$ cat src/rtl/core/scl_pkg.sv
// shared types, character constants and helper functions for the serial command line parser
// no dependencies; imported by scl_line_state and serial_command_line_parser
`default_nettype none

package scl_pkg;

  // default parameter values
  localparam int unsigned MaxLineDef = 2047;
  localparam int unsigned MaxArgsDef = 11;

  // line format constants
  localparam int unsigned MinLine     = 7;
  localparam logic [7:0]  CharLt      = 8'h3C;  // '<'
  localparam logic [7:0]  CharZero    = 8'h30;  // '0'
  localparam logic [7:0]  CharNine    = 8'h39;  // '9'
  localparam logic [7:0]  CharSemi    = 8'h3B;  // ';'
  localparam logic [7:0]  CharComma   = 8'h2C;  // ','
  localparam logic [7:0]  CharCr      = 8'h0D;
  localparam logic [7:0]  CharLf      = 8'h0A;
  localparam logic [7:0]  CharPlus    = 8'h2B;
  localparam logic [7:0]  CharMinus   = 8'h2D;
  localparam logic [7:0]  CharSpace   = 8'h20;
  localparam logic [7:0]  CharTab     = 8'h09;
  localparam logic [23:0] CmdTextSts  = 24'h535453;
  localparam logic [23:0] CmdTextIdd  = 24'h494444;
  localparam logic [23:0] CmdTextGga  = 24'h474741;
  localparam logic [7:0]  PermitValue = 8'd100;
  localparam logic [3:0]  PermitArg   = 4'd2;   // field that carries the permission value
  localparam logic [7:0]  ArgSat      = 8'd255;

  typedef enum logic [1:0] {
    CMD_UNKNOWN = 2'd0,
    CMD_STS     = 2'd1,
    CMD_IDD     = 2'd2,
    CMD_GGA     = 2'd3
  } cmd_code_e;

  typedef enum logic [1:0] {
    PH_SKIP   = 2'd0,
    PH_DIGITS = 2'd1,
    PH_DONE   = 2'd2
  } arg_phase_e;

  // interpretation state of the line body
  typedef struct packed {
    logic [23:0] cmd_chars;
    logic [1:0]  cmd_len;
    logic [3:0]  field_num;
    logic [7:0]  arg_val;
    arg_phase_e  arg_phase;
    logic        arg_neg;
  } body_t;

  // view of the current line handed to the report logic
  typedef struct packed {
    logic        len_zero;
    logic        len_over;
    logic        len_ge_min;
    logic        prefix_ok;
    logic [7:0]  run_xor;
    logic [23:0] tail;
    body_t       body;
  } line_view_t;

  function automatic logic is_blank(logic [7:0] c);
    is_blank = (c == CharSpace) || ((c >= CharTab) && (c <= CharCr));
  endfunction

  function automatic logic is_digit(logic [7:0] c);
    is_digit = (c >= CharZero) && (c <= CharNine);
  endfunction

  // 16 marks a non-hex character
  function automatic logic [4:0] hex_value(logic [7:0] c);
    logic [4:0] v;
    v = 5'd16;
    if (c >= 8'h30 && c <= 8'h39) v = {1'b0, c[3:0]};
    else if ((c >= 8'h41 && c <= 8'h46) || (c >= 8'h61 && c <= 8'h66))
      v = {1'b0, c[3:0] + 4'd9};
    return v;
  endfunction

  // strtoul-style read of the two checksum characters, modulo 256
  function automatic logic [7:0] read_checksum(logic [7:0] hi, logic [7:0] lo);
    logic [1:0][7:0] ch;
    logic [1:0]      start;
    logic            neg;
    logic            stop;
    logic [4:0]      hv;
    logic [7:0]      v;
    ch[0] = hi;
    ch[1] = lo;
    start = is_blank(hi) ? 2'd1 : 2'd0;
    neg = 1'b0;
    stop = 1'b0;
    v = 8'd0;
    if (ch[start[0]] == CharPlus || ch[start[0]] == CharMinus) begin
      if (start != 2'd2) begin
        neg = (ch[start[0]] == CharMinus);
        start = start + 2'd1;
      end
    end
    for (int k = 0; k < 2; k++) begin
      hv = hex_value(ch[k]);
      if (2'(k) >= start) begin
        if (!stop && !hv[4]) v = {v[3:0], hv[3:0]};
        else stop = 1'b1;
      end
    end
    if (neg) v = 8'd0 - v;
    return v;
  endfunction

  // one body byte through the command, comma and argument readers
  function automatic body_t body_step(body_t s, logic [7:0] c, logic [3:0] max_args);
    body_t       r;
    logic [11:0] acc;
    r = s;
    acc = 12'({4'd0, s.arg_val}) * 12'd10 + {8'd0, c[3:0]};
    if (c == CharComma) begin
      if (s.field_num == PermitArg) r.arg_phase = PH_DONE;
      if (s.field_num < max_args) r.field_num = s.field_num + 4'd1;
    end else if (s.field_num == 4'd0) begin
      if (s.cmd_len != 2'd3) begin
        r.cmd_chars = {s.cmd_chars[15:0], c};
        r.cmd_len = s.cmd_len + 2'd1;
      end
    end else if (s.field_num == PermitArg && s.arg_phase != PH_DONE) begin
      if (s.arg_phase == PH_SKIP) begin
        if (is_blank(c)) begin
          r.arg_phase = PH_SKIP;
        end else if (c == CharPlus) begin
          r.arg_phase = PH_DIGITS;
        end else if (c == CharMinus) begin
          r.arg_phase = PH_DIGITS;
          r.arg_neg = 1'b1;
        end else if (is_digit(c)) begin
          r.arg_val = {4'd0, c[3:0]};
          r.arg_phase = PH_DIGITS;
        end else begin
          r.arg_phase = PH_DONE;
        end
      end else if (is_digit(c)) begin
        r.arg_val = (acc > 12'(ArgSat)) ? ArgSat : acc[7:0];
      end else begin
        r.arg_phase = PH_DONE;
      end
    end
    return r;
  endfunction

endpackage

`default_nettype wire

$ cat src/rtl/core/scl_line_state.sv
// per-line state: length, prefix check, running xor, three-byte tail and body readers
// depends on scl_pkg
`default_nettype none

module scl_line_state import scl_pkg::*; #(
  parameter int unsigned MAX_LINE = MaxLineDef,
  parameter int unsigned MAX_ARGS = MaxArgsDef
) (
  input  wire logic       clk_i,
  input  wire logic       rst_ni,
  input  wire logic       data_en_i,   // non-terminator byte
  input  wire logic       clear_i,     // terminator byte
  input  wire logic [7:0] byte_i,
  output line_view_t      view_o
);

  localparam int unsigned LenW = $clog2(MAX_LINE + 2);

  logic [LenW-1:0] len_q, len_d;
  logic            prefix_q, prefix_d;
  logic [7:0]      xor_q, xor_d;
  logic [23:0]     tail_q, tail_d;
  body_t           body_q, body_d;
  logic            take;

  assign take = data_en_i && (len_q <= LenW'(MAX_LINE));

  always_comb begin
    len_d = len_q;
    prefix_d = prefix_q;
    xor_d = xor_q;
    tail_d = tail_q;
    body_d = body_q;
    if (clear_i) begin
      len_d = '0;
      prefix_d = 1'b1;
      xor_d = '0;
      tail_d = '0;
      body_d = '0;
    end else if (take) begin
      if (len_q == LenW'(0)) begin
        if (byte_i != CharLt) prefix_d = 1'b0;
      end else if (len_q < LenW'(3)) begin
        if (byte_i != CharZero) prefix_d = 1'b0;
      end
      // body bytes are read three bytes late
      if (len_q >= LenW'(6)) body_d = body_step(body_q, tail_q[23:16], 4'(MAX_ARGS));
      tail_d = {tail_q[15:0], byte_i};
      xor_d = xor_q ^ byte_i;
      len_d = len_q + LenW'(1);
    end
  end

  always_ff @(posedge clk_i or negedge rst_ni) begin
    if (!rst_ni) begin
      len_q <= '0;
      prefix_q <= 1'b1;
      xor_q <= '0;
      tail_q <= '0;
      body_q <= '0;
    end else begin
      len_q <= len_d;
      prefix_q <= prefix_d;
      xor_q <= xor_d;
      tail_q <= tail_d;
      body_q <= body_d;
    end
  end

  assign view_o.len_zero = (len_q == '0);
  assign view_o.len_over = (len_q > LenW'(MAX_LINE));
  assign view_o.len_ge_min = (len_q >= LenW'(MinLine));
  assign view_o.prefix_ok = prefix_q;
  assign view_o.run_xor = xor_q;
  assign view_o.tail = tail_q;
  assign view_o.body = body_q;

endmodule

`default_nettype wire

$ cat src/rtl/core/serial_command_line_parser.sv
// serial command line parser: a line end passes through the input register and then the
// result register before its report is valid; throughput one byte per cycle; a byte waits
// in the input register only when it ends a non-empty line while the result register is full and stalled
// reset clears the sticky flags and the line state; results appear only for non-empty lines
// depends on scl_pkg and scl_line_state
`default_nettype none

module serial_command_line_parser import scl_pkg::*; #(
  parameter int unsigned MAX_LINE = MaxLineDef,
  parameter int unsigned MAX_ARGS = MaxArgsDef
) (
  input  wire logic       clk_i,
  input  wire logic       rst_ni,
  // input request channel
  input  wire logic       in_valid_i,
  output logic            in_stall_o,
  input  wire logic [7:0] rx_byte_i,
  // result request channel
  output logic            out_valid_o,
  input  wire logic       out_stall_i,
  output logic            line_valid_o,
  output logic [1:0]      command_code_o,
  output logic            checksum_present_o,
  output logic [3:0]      argument_count_o,
  output logic            line_dropped_o,
  output logic            tx_permitted_o,
  output logic            tx_changed_o,
  output logic            antenna_alive_o
);

  // input register
  logic       in_valid_q;
  logic [7:0] in_byte_q;
  logic       in_accept;

  // byte in the input register is processed when it makes no result or the
  // result register can take one this cycle
  logic is_term;
  logic has_result;
  logic out_free;
  logic proc;

  line_view_t view;

  assign is_term = (in_byte_q == CharCr) || (in_byte_q == CharLf);
  assign has_result = is_term && !view.len_zero;
  assign out_free = !out_valid_o || !out_stall_i;
  assign proc = in_valid_q && (!has_result || out_free);
  assign in_stall_o = in_valid_q && !proc;
  assign in_accept = in_valid_i && !in_stall_o;

  scl_line_state #(
    .MAX_LINE (MAX_LINE),
    .MAX_ARGS (MAX_ARGS)
  ) u_line (
    .clk_i     (clk_i),
    .rst_ni    (rst_ni),
    .data_en_i (proc && !is_term),
    .clear_i   (proc && is_term),
    .byte_i    (in_byte_q),
    .view_o    (view)
  );

  // line end evaluation
  logic [7:0] b1, b2, b3;
  logic       eligible;
  logic       semi_end;
  logic       cks_end;
  logic [7:0] cks_sum;
  body_t      body_end;
  body_t      body_sel;
  logic       rep_valid;
  logic       rep_cks;
  cmd_code_e  rep_code;
  logic       perm;
  logic       tx_q, tx_d;
  logic       alive_q, alive_d;
  logic       changed;

  assign b1 = view.tail[7:0];
  assign b2 = view.tail[15:8];
  assign b3 = view.tail[23:16];
  assign eligible = !view.len_over && view.len_ge_min && view.prefix_ok;
  assign semi_end = (b1 == CharSemi);
  assign cks_end = !semi_end && (b3 == CharSemi);
  // xor of every byte before the semicolon
  assign cks_sum = view.run_xor ^ b1 ^ b2 ^ b3;

  // plain terminator form: the two late body bytes still need reading
  assign body_end = body_step(body_step(view.body, b3, 4'(MAX_ARGS)), b2, 4'(MAX_ARGS));
  assign body_sel = semi_end ? body_end : view.body;

  always_comb begin
    rep_valid = 1'b0;
    rep_cks = 1'b0;
    if (eligible) begin
      if (semi_end) begin
        rep_valid = 1'b1;
      end else if (cks_end) begin
        rep_cks = 1'b1;
        rep_valid = (cks_sum == read_checksum(b2, b1));
      end
    end
  end

  always_comb begin
    rep_code = CMD_UNKNOWN;
    if (rep_valid && body_sel.cmd_len == 2'd3) begin
      unique case (body_sel.cmd_chars)
        CmdTextSts: rep_code = CMD_STS;
        CmdTextIdd: rep_code = CMD_IDD;
        CmdTextGga: rep_code = CMD_GGA;
        default:    rep_code = CMD_UNKNOWN;
      endcase
    end
  end

  // permission granted only by a positive argument of exactly the permit value
  assign perm = (body_sel.field_num >= PermitArg) && (body_sel.arg_val == PermitValue) &&
                !body_sel.arg_neg;

  always_comb begin
    tx_d = tx_q;
    alive_d = alive_q;
    changed = 1'b0;
    if (proc && has_result && rep_code == CMD_STS) begin
      tx_d = perm;
      alive_d = 1'b1;
      changed = (perm != tx_q);
    end
  end

  // control registers
  logic out_valid_q, out_valid_d;
  logic in_valid_d;
  logic load_out;

  assign load_out = proc && has_result;

  always_comb begin
    in_valid_d = in_valid_q;
    if (in_accept) in_valid_d = 1'b1;
    else if (proc) in_valid_d = 1'b0;
    out_valid_d = out_valid_q;
    if (load_out) out_valid_d = 1'b1;
    else if (out_valid_q && !out_stall_i) out_valid_d = 1'b0;
  end

  always_ff @(posedge clk_i or negedge rst_ni) begin
    if (!rst_ni) begin
      in_valid_q <= 1'b0;
      out_valid_q <= 1'b0;
      tx_q <= 1'b0;
      alive_q <= 1'b0;
    end else begin
      in_valid_q <= in_valid_d;
      out_valid_q <= out_valid_d;
      tx_q <= tx_d;
      alive_q <= alive_d;
    end
  end

  // payload registers, no reset needed
  logic       line_valid_q;
  cmd_code_e  code_q;
  logic       cks_q;
  logic [3:0] args_q;
  logic       dropped_q;
  logic       tx_out_q;
  logic       changed_q;
  logic       alive_out_q;

  always_ff @(posedge clk_i) begin
    if (in_accept) in_byte_q <= rx_byte_i;
    if (load_out) begin
      line_valid_q <= rep_valid;
      code_q <= rep_code;
      cks_q <= rep_cks;
      args_q <= rep_valid ? body_sel.field_num : 4'd0;
      dropped_q <= view.len_over;
      tx_out_q <= tx_d;
      changed_q <= changed;
      alive_out_q <= alive_d;
    end
  end

  assign out_valid_o = out_valid_q;
  assign line_valid_o = line_valid_q;
  assign command_code_o = code_q;
  assign checksum_present_o = cks_q;
  assign argument_count_o = args_q;
  assign line_dropped_o = dropped_q;
  assign tx_permitted_o = tx_out_q;
  assign tx_changed_o = changed_q;
  assign antenna_alive_o = alive_out_q;

  // checks on the report logic
  a_invalid_clean: assert property (@(posedge clk_i) disable iff (!rst_ni)
    out_valid_o && !line_valid_o |-> command_code_o == CMD_UNKNOWN && argument_count_o == 4'd0)
    else $error("invalid line reported a command or arguments");

  a_change_only_sts: assert property (@(posedge clk_i) disable iff (!rst_ni)
    out_valid_o && tx_changed_o |-> line_valid_o && command_code_o == CMD_STS)
    else $error("permission change reported on a line that is not a valid status line");

  a_dropped_quiet: assert property (@(posedge clk_i) disable iff (!rst_ni)
    out_valid_o && line_dropped_o |-> !line_valid_o && !checksum_present_o)
    else $error("dropped line reported as valid or with checksum");

  a_permit_needs_alive: assert property (@(posedge clk_i) disable iff (!rst_ni)
    out_valid_o && tx_permitted_o |-> antenna_alive_o)
    else $error("transmit permission without antenna alive");

  a_stall_only_when_blocked: assert property (@(posedge clk_i) disable iff (!rst_ni)
    in_stall_o |-> out_valid_o && out_stall_i)
    else $error("input stalled while the result register could take a result");

endmodule

`default_nettype wire
$ cat config.mk
export PLATFORM = sky130hd
export DESIGN_NAME = serial_command_line_parser
export DESIGN_NICKNAME = d
export VERILOG_FILES = /design/src/rtl/core/scl_pkg.sv /design/src/rtl/core/scl_line_state.sv /design/src/rtl/core/serial_command_line_parser.sv
export SDC_FILE = /design/constraint.sdc
export NUM_CORES = 1
export LEC_CHECK = 0
export ABC_AREA = 0
export BUFFER_PORTS_ARGS = -buffer_cell sky130_fd_sc_hd__buf_2
export CAP_MARGIN = 40
export CELL_PAD_IN_SITES_DETAIL_PLACEMENT = 0
export CELL_PAD_IN_SITES_GLOBAL_PLACEMENT = 2
export CORE_UTILIZATION = 39
export CTS_CLUSTER_DIAMETER = 80
export CTS_CLUSTER_SIZE = 16
export DETAILED_ROUTE_END_ITERATION = 16
export GPL_ROUTABILITY_DRIVEN = 0
export PLACE_DENSITY_LB_ADDON = 0.3
export SLEW_MARGIN = 15
export SYNTH_ARGS = -nofsm -noshare
export SYNTH_HDL_FRONTEND = slang
export SYNTH_SLANG_ARGS = --single-unit
$ cat constraint.sdc
create_clock -name clk_i -period 8.1 [get_ports clk_i]
set_clock_uncertainty 0.1 [all_clocks]
set_input_delay 0.81 -clock clk_i [delete_from_list [all_inputs] [get_ports clk_i]]
set_output_delay 0.81 -clock clk_i [all_outputs]
set_load 0.01 [all_outputs]
==> results.yml, run 1 <==
clocking:
  h-tree-depth: 3
  cts_sinks: 110
  cts_hold_buf: 0
  ctsLongestPathBuffers: 2
  path_clk_slew_ns: 0.07
  clk_latency_ns: 0.36
  postCtsResizedCells: 0
  postCtsSetupBuffers: 0
  cts_tree: "built"
  root_buffer: "clkbuf_16"
  cts_made_buffers: 9
worst_setup_path:
  endpoint: "tx_changed_o$_SDFFCE_PN0P_"
  ff2ff_setup_slack_ns: 1.75
  cp-startpoint: "u_line.view_o[4]$_DFFE_PN0P_"
  rr_startpoint: "u_line.view_o[4]$_DFFE_PN0P_"
  r2r_cells: 26
  cp.arrival_ns: 6.35
  path_max_fanout: 6
  crit_top_cell: "ha_1"
  slowest_delay_ns: 0.46
  crit_slowest_cell: "dfrtp_1"
  cp-end-kind: "flop"
  crit_type: "flop to flop"
  worst_ep_required_time_ns: 8.10
  r2r-end: "tx_changed_o$_SDFFCE_PN0P_"
  start_kind: "flop"
outcome:
  status: "complete, no violations"
detailed_routing:
  vias: 7351
  finalWirelength_um: 23700
  dr.pass1.iters: 5
  antenna_left: 0
  drc: 0
  vias_per_cell: 5.66
  wire_per_inst_um: 18.2
  first_iter_violations: 467
power_and_ir_drop:
  pwr-share-comb: 0.503
  p_per_area_nw_per_um2: 295
  p_total_uw: 2720
  p_clk_frac: 0.158
  switching_share: 0.453
  leakagePower_uw: 0.00391
  power_frac_seq: 0.339
  ir_drop_uv: 137
  p_switching_uw: 1230
  p_int_uw: 1490
global_routing:
  grt_usage: 0.217
  grt_max_degree: 62
  grt_pass1_wl_um: 38100
  grt_remaining_overflow: 0
  grt_pass1_vias: 6919
  antenna_found_initial: 0
synthesis:
  yosysTopAreaCell: "dfrtp_1"
  synth_fp_nets: 1086
  ys_warn_count: 0
  ys_types: 87
  yosysSeqAreaShare: 0.336
  synth_top_cell_area_share: 0.262
  synth-edff-count: 20
  synth_cells: 1025
  syn_area_per_cell_um2: 8.30
  yosys_register_bits: 110
  postSynth.asyncResetShare: 0.818
  synthesis.area_um2: 8500
  synth_flop_cell: "dfrtp_1"
  ys_top_cells_by_area: "dfrtp_1, edfxtp_1, ha_1, nand2_1, xnor2_1"
finish:
  fillCellCount: 2170
  diodes: 0
  stdcell_area_um2: 9220
  final_common_cell: "nand2_1"
  final_cell_mix: "nand2_1, dfrtp_1, nor2_1, a21oi_1, o21ai_0"
  utilization: 0.435
  drive_above_1_share: 0.0811
  synthToLayoutAreaGrowth_pct: 8.43
  fin_nets: 1080
die:
  core_region_area_um2: 21200
  dieWidth_um: 150
  die-area_um2: 22400
  initial_core_util: 0.401
  row_count: 53
  die_y_um: 150
  ioPinCount: 26
sta:
  slew_headroom: 0.440
  tns_ns: 0
  hold_viol_final: 0
  setup_viol: 0
  final_max_slew_viol_count: 0
  finalCriticalPeriod_ns: 6.35
  rsz0062_at_grt: "false"
  fmax_mhz: 158
  holdWs_ns: 0.231
  worst_slew_pin_slew_ns: 0.836
  period_share: 0.784
place:
  io_buffers: 25
  dp_hpwl_um: 17300
  placed_cell_area_um2: 8950
hold_path:
  hp-class: "input port to async pin"
flow_run:
  cap_violations: 0
[power by group through the flow]
stage / clock, uW / sequential [uW] / combinational, uW
global placement: 0 / 926 / 1360
global route: 463 / 948 / 1540
floorplan: 0 / 833 / 1100
detailed placement: 0 / 930 / 1360
CTS: 445 / 920 / 1370
finish: 431 / 923 / 1370
[how the worst min path moves through the flow]
stage,end,slack [ns],depth (start not counted)
after global placement,alive_q$_DFF_PN0_,0.35,1
after global routing,u_line.view_o[9]$_DFFE_PN0P_,0.26,1
final,u_line.view_o[9]$_DFFE_PN0P_,0.23,1
after detailed placement,alive_q$_DFF_PN0_,0.38,1
after floorplan,alive_q$_DFF_PN0_,0.33,1
after CTS,u_line.view_o[9]$_DFFE_PN0P_,0.24,1
[kinds of logic after synthesis]
| group | after synthesis | share of synthesized area |
|---|---|---|
| flip-flops | 110 | 0.336 |
| adder cells (fa/ha/maj) | 49 | 0.0756 |
| AO/OA/AOI/OAI | 265 | 0.204 |
| buffers and inverters | 103 | 0.0478 |
| multiplexers | 14 | 0.0172 |
| XOR/XNOR | 73 | 0.0752 |
| AND/OR/NAND/NOR | 411 | 0.244 |
[synth_stat cells, drive strengths merged, types with 13 or more instances]
library cell and instances:
xnor2 43, inv 45, nand3 25, xor2 30
nor3 25, nand2 148, dfrtp 89, and2 13
clkbuf 52, nor2 81, nor2b 14, nand2b 13
edfxtp 20, o22ai 26, a211oi 13, a21oi 61
ha 45, o21ai 60, or3 13
[critical path, delay by kind of cell (launching register included)]
kind / cells / cell delay (ns)
flops: 1 / 0.46
buf+inv: 2 / 0.19
mux: 1 / 0.28
simple gates: 6 / 1.09
xor+xnor: 1 / 0.17
compound gates: 10 / 2.13
fa+ha+maj: 6 / 1.68
[sequential cells by signal, indices dropped and copies added, names as in the netlist, 2 cells and up]
signal and flops:
u_line.len_q 12, in_byte_q 8, u_line.tail_q 24, u_line.view_o 41, argument_count_o 4, command_code_o 2, u_line.xor_q 8
[per-stage QoR]
step	instances	worst slack, ns
after floorplan	1025	2.46
after global placement	1277	1.86
after detailed placement	1283	1.75
after CTS	1299	1.74
after global routing	1299	0.980
final	1299	1.75
[layer usage]
layer	global-route usage	part of all wire
met1	0.298	0.47
met2	0.364	0.48
met3	0.0366	0.037
met4	0.0333	0.0067
met5	0	0
[area by class of cell]
type | count | area [um^2] | area share
clock buffer | 11 | 233 | 0.0252
clock inverter | 5 | 41.3 | 0.00448
timing repair buffer | 41 | 308 | 0.0334
sequential | 110 | 2850 | 0.309
tap | 275 | 344 | 0.0373
multi-input combinational | 812 | 5270 | 0.572
inverter | 45 | 169 | 0.0183
Note: power is estimated with default switching activity, not from simulation.
==> run 2, diff against run 1 <==
ABC_AREA = 1   (was 0)
CORE_UTILIZATION = 34   (was 39)
clock period = 5.1 ns   (was 8.1 ns; I/O delays follow)
==> run 2 against run 1 <==
  * The run now ends with negative setup slack left
  * Sequential share of layout area down 3.8 points
  * Sequential cell count unchanged
  * Combinational power increased by 110%
  * Non-clock buffer count grew 72
  * Critical endpoint unchanged
==> results.yml, run 2 <==
worst_setup_path:
  crit_slowest_cell: "dfrtp_1"
  cp.arrival_ns: 5.62
  path_max_fanout: 5
  worst_ep_required_time_ns: 5.12
  slowest_delay_ns: 0.42
  start_kind: "flop"
  r2r_cells: 39
  cp-end-kind: "flop"
  crit_type: "flop to flop"
  crit_top_cell: "nand2_1"
finish:
  final_common_cell: "nand2_1"
  largest_register_ffs: 41
  drive_above_1_share: 0.186
  final_cell_mix: "nand2_1, inv_1, nor2_1, dfrtp_1, buf_4"
  fillCellCount: 2778
  fin_nets: 1397
  stdcell_count: 1676
  synthToLayoutAreaGrowth_pct: 16.8
  utilization: 0.404
  diodes: 0
synthesis:
  synthesis.area_um2: 8990
  ys_warn_count: 0
  synth_fp_nets: 1316
  yosysMostFrequentCell: "nand2_1"
  yosys_register_bits: 110
  synth-edff-count: 20
  yosysSeqAreaShare: 0.318
  synth_cells: 1255
  synth.top_cells.by_count: "nand2_1, inv_1, nor2_1"
  ys_top_cells_by_area: "dfrtp_1, nand2_1, inv_1, edfxtp_1, ha_1"
  ys_types: 64
  yosysTopAreaCell: "dfrtp_1"
  synth_top_cell_area_share: 0.248
  postSynth.asyncResetShare: 0.818
  syn_area_per_cell_um2: 7.16
  synth_flop_cell: "dfrtp_1"
clocking:
  path_clk_slew_ns: 0.08
  root_buffer: "clkbuf_16"
  ctsLongestPathBuffers: 2
  cts_made_buffers: 9
  cts_tree: "built"
  h-tree-depth: 3
  cts_hold_buf: 0
  clk_latency_ns: 0.36
  cts_sinks: 110
sta:
  slew_headroom: 0.451
  worst_slew_pin_slew_ns: 0.821
  fin_ws_ns: -0.498
  finalCriticalPeriod_ns: 5.60
  hold_viol_final: 0
  setup_viol: 3
  rsz0062_at_grt: "true"
  period_share: 1.10
  fmax_mhz: 179
  final_max_slew_viol_count: 0
detailed_routing:
  vias: 8125
  antenna_left: 0
  finalWirelength_um: 24600
  first_iter_violations: 441
  drc: 0
  wire_per_inst_um: 14.7
  dr.pass1.iters: 5
  vias_per_cell: 4.85
power_and_ir_drop:
  p_per_area_nw_per_um2: 465
  ir_drop_uv: 315
  leakagePower_uw: 0.00517
die:
  dieWidth_um: 165
  ioPinCount: 26
  die-area_um2: 27100
  die_y_um: 165
  row_count: 59
  core_region_area_um2: 26000
  initial_core_util: 0.346
flow_run:
  cap_violations: 0
global_routing:
  grt_remaining_overflow: 0
  grt_pass1_vias: 7862
  grt_usage: 0.191
  antenna_found_initial: 0
  grt_max_degree: 49
  grt_pass1_wl_um: 40600
place:
  dp_hpwl_um: 18600
  io_buffers: 25
  dp.cells: 1655
outcome:
  violations: "negative setup slack"
  status: "complete, but fails checks"
hold_path:
  hp-class: "input port to async pin"
==> run 2: cell types whose count changed in the layout (fill, tap and decap cells not counted), sizes merged, moves of 13 or more <==
cell / before / now
buf: 40 / 113
nor2: 81 / 148
o21ai: 60 / 73
nand2: 148 / 283
a22oi: 6 / 21
nand2b: 13 / 0
or3: 13 / 0
nor2b: 14 / 0
nand3: 25 / 96
inv: 49 / 209
xnor2: 43 / 23
==> run 2: through the flow <==
stage | hold WS [ns] | instance area (um^2) | total power (uW) | TNS, ns | setup WS, ns
6_report | 0.0637 | 10500 | 4880 | -1.33 | -0.498
5_1_grt | 0.111 | 10500 | 5350 | -2.58 | -0.913
4_1_cts | 0.0891 | 10400 | 4900 | -1.40 | -0.519
3_5_place_dp | 0.341 | 9990 | 4080 | -1.82 | -0.662
3_3_place_gp | 0.345 | 9990 | 4070 | -1.49 | -0.554
2_1_floorplan | 0.114 | 9030 | 3280 | -0.346 | -0.168
==> run 2: layout make-up <==
type | count | area, um^2 | share of cell area
clock buffer | 9 | 225 | 0.0214
clock inverter | 7 | 86.3 | 0.00822
multi-input combinational | 894 | 5310 | 0.506
timing repair buffer | 113 | 817 | 0.0778
tap | 335 | 419 | 0.0399
inverter | 208 | 786 | 0.0748
sequential | 110 | 2850 | 0.272
==> run 2: kinds of logic (layout without fill, tap and decap cells) <==
family	after synthesis	count (layout)	share of synthesized area
AND/OR/NAND/NOR	579	579	0.293
buffers and inverters	251	337	0.116
AO/OA/AOI/OAI	217	217	0.151
flip-flops	110	110	0.318
adder cells (fa/ha/maj)	49	49	0.0716
XOR/XNOR	48	48	0.0489
multiplexers	1	1	0.00153
==> run 2: report_power, final <==
part / switching [uW] / internal [uW] / total (uW)
Combinational: 1690 / 1140 / 2830
Sequential: 203 / 1110 / 1310
Clock: 389 / 355 / 744
Total: 2280 / 2600 / 4880
==> run 2: final timing paths <==
| kind | start | endpoint | slack [ns] |
|---|---|---|---|
| setup / recovery | u_line.view_o[4]$_DFFE_PN0P_ | tx_changed_o$_SDFFCE_PN0P_ | -0.50 |
| hold / removal | rst_ni | alive_q$_DFF_PN0_ | 0.06 |
| setup reg to reg | u_line.view_o[4]$_DFFE_PN0P_ | tx_changed_o$_SDFFCE_PN0P_ | -0.50 |
| hold reg to reg | u_line.prefix_q$_DFFE_PN1P_ | u_line.prefix_q$_DFFE_PN1P_ | 0.37 |
| max in group asynchronous | rst_ni | u_line.tail_q[6]$_DFFE_PN0P_ | 3.73 |
| min in group clk_i | rx_byte_i[5] | in_byte_q[5]$_DFFE_PP_ | 0.22 |
==> run 2: timing repair <==
action                                  CTS  global route
endpoints found under the setup margin    3             3
setup buffers                             4             1
resized for setup                        20            20
pin swaps                                19            24
==> run 2: worst max-delay path: cells and delay by family (launching register included) <==
kind	cells	cell delay (ns)
simple gates	23	2.21
fa+ha+maj	5	1.27
buf+inv	6	0.55
compound gates	3	0.44
flops	1	0.42
xor+xnor	2	0.36
==> run 2: metal layers <==
metal / part of all wire / up-vias / GRT usage
li1: - / 4252 / -
met1: 0.49 / 3783 / 0.255
met2: 0.48 / 72 / 0.326
met3: 0.015 / 18 / 0.0234
met4: 0.014 / 0 / 0.0446
met5: 0 / - / 0
==> run 3, diff against run 2 <==
ABC_AREA = default   (was 1)
CORE_UTILIZATION = 35   (was 34)
==> run 3 against run 2 <==
  * Critical path depth decreased by 13
  * Clock power decreased by 3.9%
  * First-iteration DRC count increased by 14%
  * Via count decreased by 4.9%
  * Maximum frequency decreased by 0.51%
  * Worst hold slack improved by 0.15 ns
  * Non-clock buffer count increased by 21
  * Die area decreased by 8.0%
  * Design area decreased by 3.5%
  * Sequential power increased by 7%
  * Core utilization increased by 2.4 points
  * The run still ends with negative setup slack left
  * Setup slack got worse by 0.029 ns
  * Largest cell class unchanged
==> results.yml, run 3 (synthesis gave the netlist of run 1 again) <==
worst_setup_path:
  path_max_fanout: 3
  worst_ep_required_time_ns: 5.11
  crit_type: "flop to flop"
  start_kind: "flop"
  ff2ff_setup_slack_ns: -0.53
  cp.arrival_ns: 5.63
  cp-end-kind: "flop"
finish:
  multiInputGateArea_um2: 5430
  final_cell_mix: "nand2_1, buf_4, dfrtp_1, nor2_1, a21oi_1"
  drive_above_1_share: 0.181
  fillCellCount: 2447
  largest_register_ffs: 41
  final_common_cell: "nand2_1"
  synthToLayoutAreaGrowth_pct: 19.2
  fin_nets: 1173
  seq_area_um2: 2850
  diodes: 0
  utilization: 0.428
place:
  dp_hpwl_um: 18600
  io_buffers: 25
detailed_routing:
  finalWirelength_um: 25100
  vias: 7730
  antenna_left: 0
  wire_per_inst_um: 17.5
  vias_per_cell: 5.38
  dr.pass1.iters: 5
  drc: 0
  first_iter_violations: 501
global_routing:
  grt_remaining_overflow: 0
  antenna_found_initial: 0
  grt_usage: 0.211
  grt_max_degree: 63
  grt_pass1_vias: 7545
  grt_pass1_wl_um: 41200
clocking:
  path_clk_slew_ns: 0.08
  cts_sinks: 110
  cts_tree: "built"
  cts_made_buffers: 9
  root_buffer: "clkbuf_16"
  clk_latency_ns: 0.36
  ctsLongestPathBuffers: 2
  h-tree-depth: 3
sta:
  finalCriticalPeriod_ns: 5.63
  rsz0062_at_grt: "true"
  fin_ws_ns: -0.527
  period_share: 1.10
  slew_headroom: 0.487
  final_max_slew_viol_count: 0
  fmax_mhz: 178
  holdWs_ns: 0.217
  worst_slew_pin_slew_ns: 0.760
  hold_viol_final: 0
  setup_viol: 3
die:
  initial_core_util: 0.359
  row_count: 56
  die_y_um: 158
  die-area_um2: 24900
  ioPinCount: 26
  core_region_area_um2: 23700
  dieWidth_um: 158
power_and_ir_drop:
  p_per_area_nw_per_um2: 485
  leakagePower_uw: 0.00439
  ir_drop_uv: 203
  p_total_uw: 4920
outcome:
  violations: "negative setup slack"
  status: "complete, but fails checks"
hold_path:
  hp-class: "input port to flop"
flow_run:
  cap_violations: 0
==> run 3: worst max-delay path, stage by stage (launching register included) <==
cell and delay (ns):
dfrtp_1 0.39, ha_1 0.29, ha_2 0.18, inv_2 0.04, fa_2 0.35, nand2b_4 0.16
a21boi_2 0.15, nor3_2 0.06, or4_4 0.43, mux2i_4 0.21, nor2b_4 0.23, a31oi_4 0.11
ha_1 0.31, ha_2 0.20, fa_2 0.35, a21o_1 0.20, a21oi_2 0.15, xnor2_1 0.15
nand3_1 0.15, buf_4 0.16, o21ai_1 0.12, nor3_1 0.08, o2111ai_2 0.21, o311ai_2 0.15
and3_4 0.18, a31oi_2 0.15, mux2i_1 0.10
==> run 3: layout make-up <==
cell class,count,area share
Tap cell,319,0.0394
Clock buffer,9,0.0222
Clock inverter,7,0.00654
Timing Repair Buffer,134,0.0983
Sequential cell,110,0.282
Multi-Input combinational cell,812,0.535
Inverter,45,0.0167
==> run 3: final timing paths <==
path                                         startpoint                             to  depth (start not counted)
max                        u_line.view_o[6]$_DFFE_PN0P_       tx_permitted_o$_DFFE_PP_                         26
min                                        rx_byte_i[4]         in_byte_q[4]$_DFFE_PP_                          1
max reg2reg                u_line.view_o[6]$_DFFE_PN0P_       tx_permitted_o$_DFFE_PP_                         26
min reg2reg                           alive_q$_DFF_PN0_              alive_q$_DFF_PN0_                          1
max in group asynchronous                        rst_ni   u_line.tail_q[9]$_DFFE_PN0P_                          3
min in group asynchronous                        rst_ni  u_line.view_o[35]$_DFFE_PN0P_                          2
==> run 3: per-stage QoR <==
step / std cells / TNS, ns / worst slack, ns / instance area [um^2]
CTS: 1431 / -1.27 / -0.451 / 10000
detailed placement: 1411 / -1.59 / -0.565 / 9670
global route: 1436 / -2.47 / -0.869 / 10100
finish: 1436 / -1.48 / -0.527 / 10100
floorplan: 1025 / -0.404 / -0.174 / 8550
global placement: 1408 / -1.42 / -0.514 / 9600
==> run 3: per-layer routing <==
layer | track usage | part of all wire
met4 | 0.0388 | 0.010
met3 | 0.0249 | 0.031
met2 | 0.354 | 0.47
met5 | 0 | 0
met1 | 0.293 | 0.48
==> run 3: what timing repair did <==
| action | in CTS | in global routing |
|---|---|---|
| pin swaps | 7 | 5 |
| endpoints found under the setup margin | 3 | 3 |
| gates resized for setup | 6 | 16 |
| endpoints found under the hold margin | 10 | 0 |
| setup buffers | 3 | 5 |
| hold buffers | 1 | 0 |
==> run 3: report_power, final <==
part / leakage [uW] / internal [uW] / switching (uW)
registers: 0.00131 / 1130 / 266
logic: 0.00293 / 1300 / 1510
clock network: 0.000143 / 345 / 370
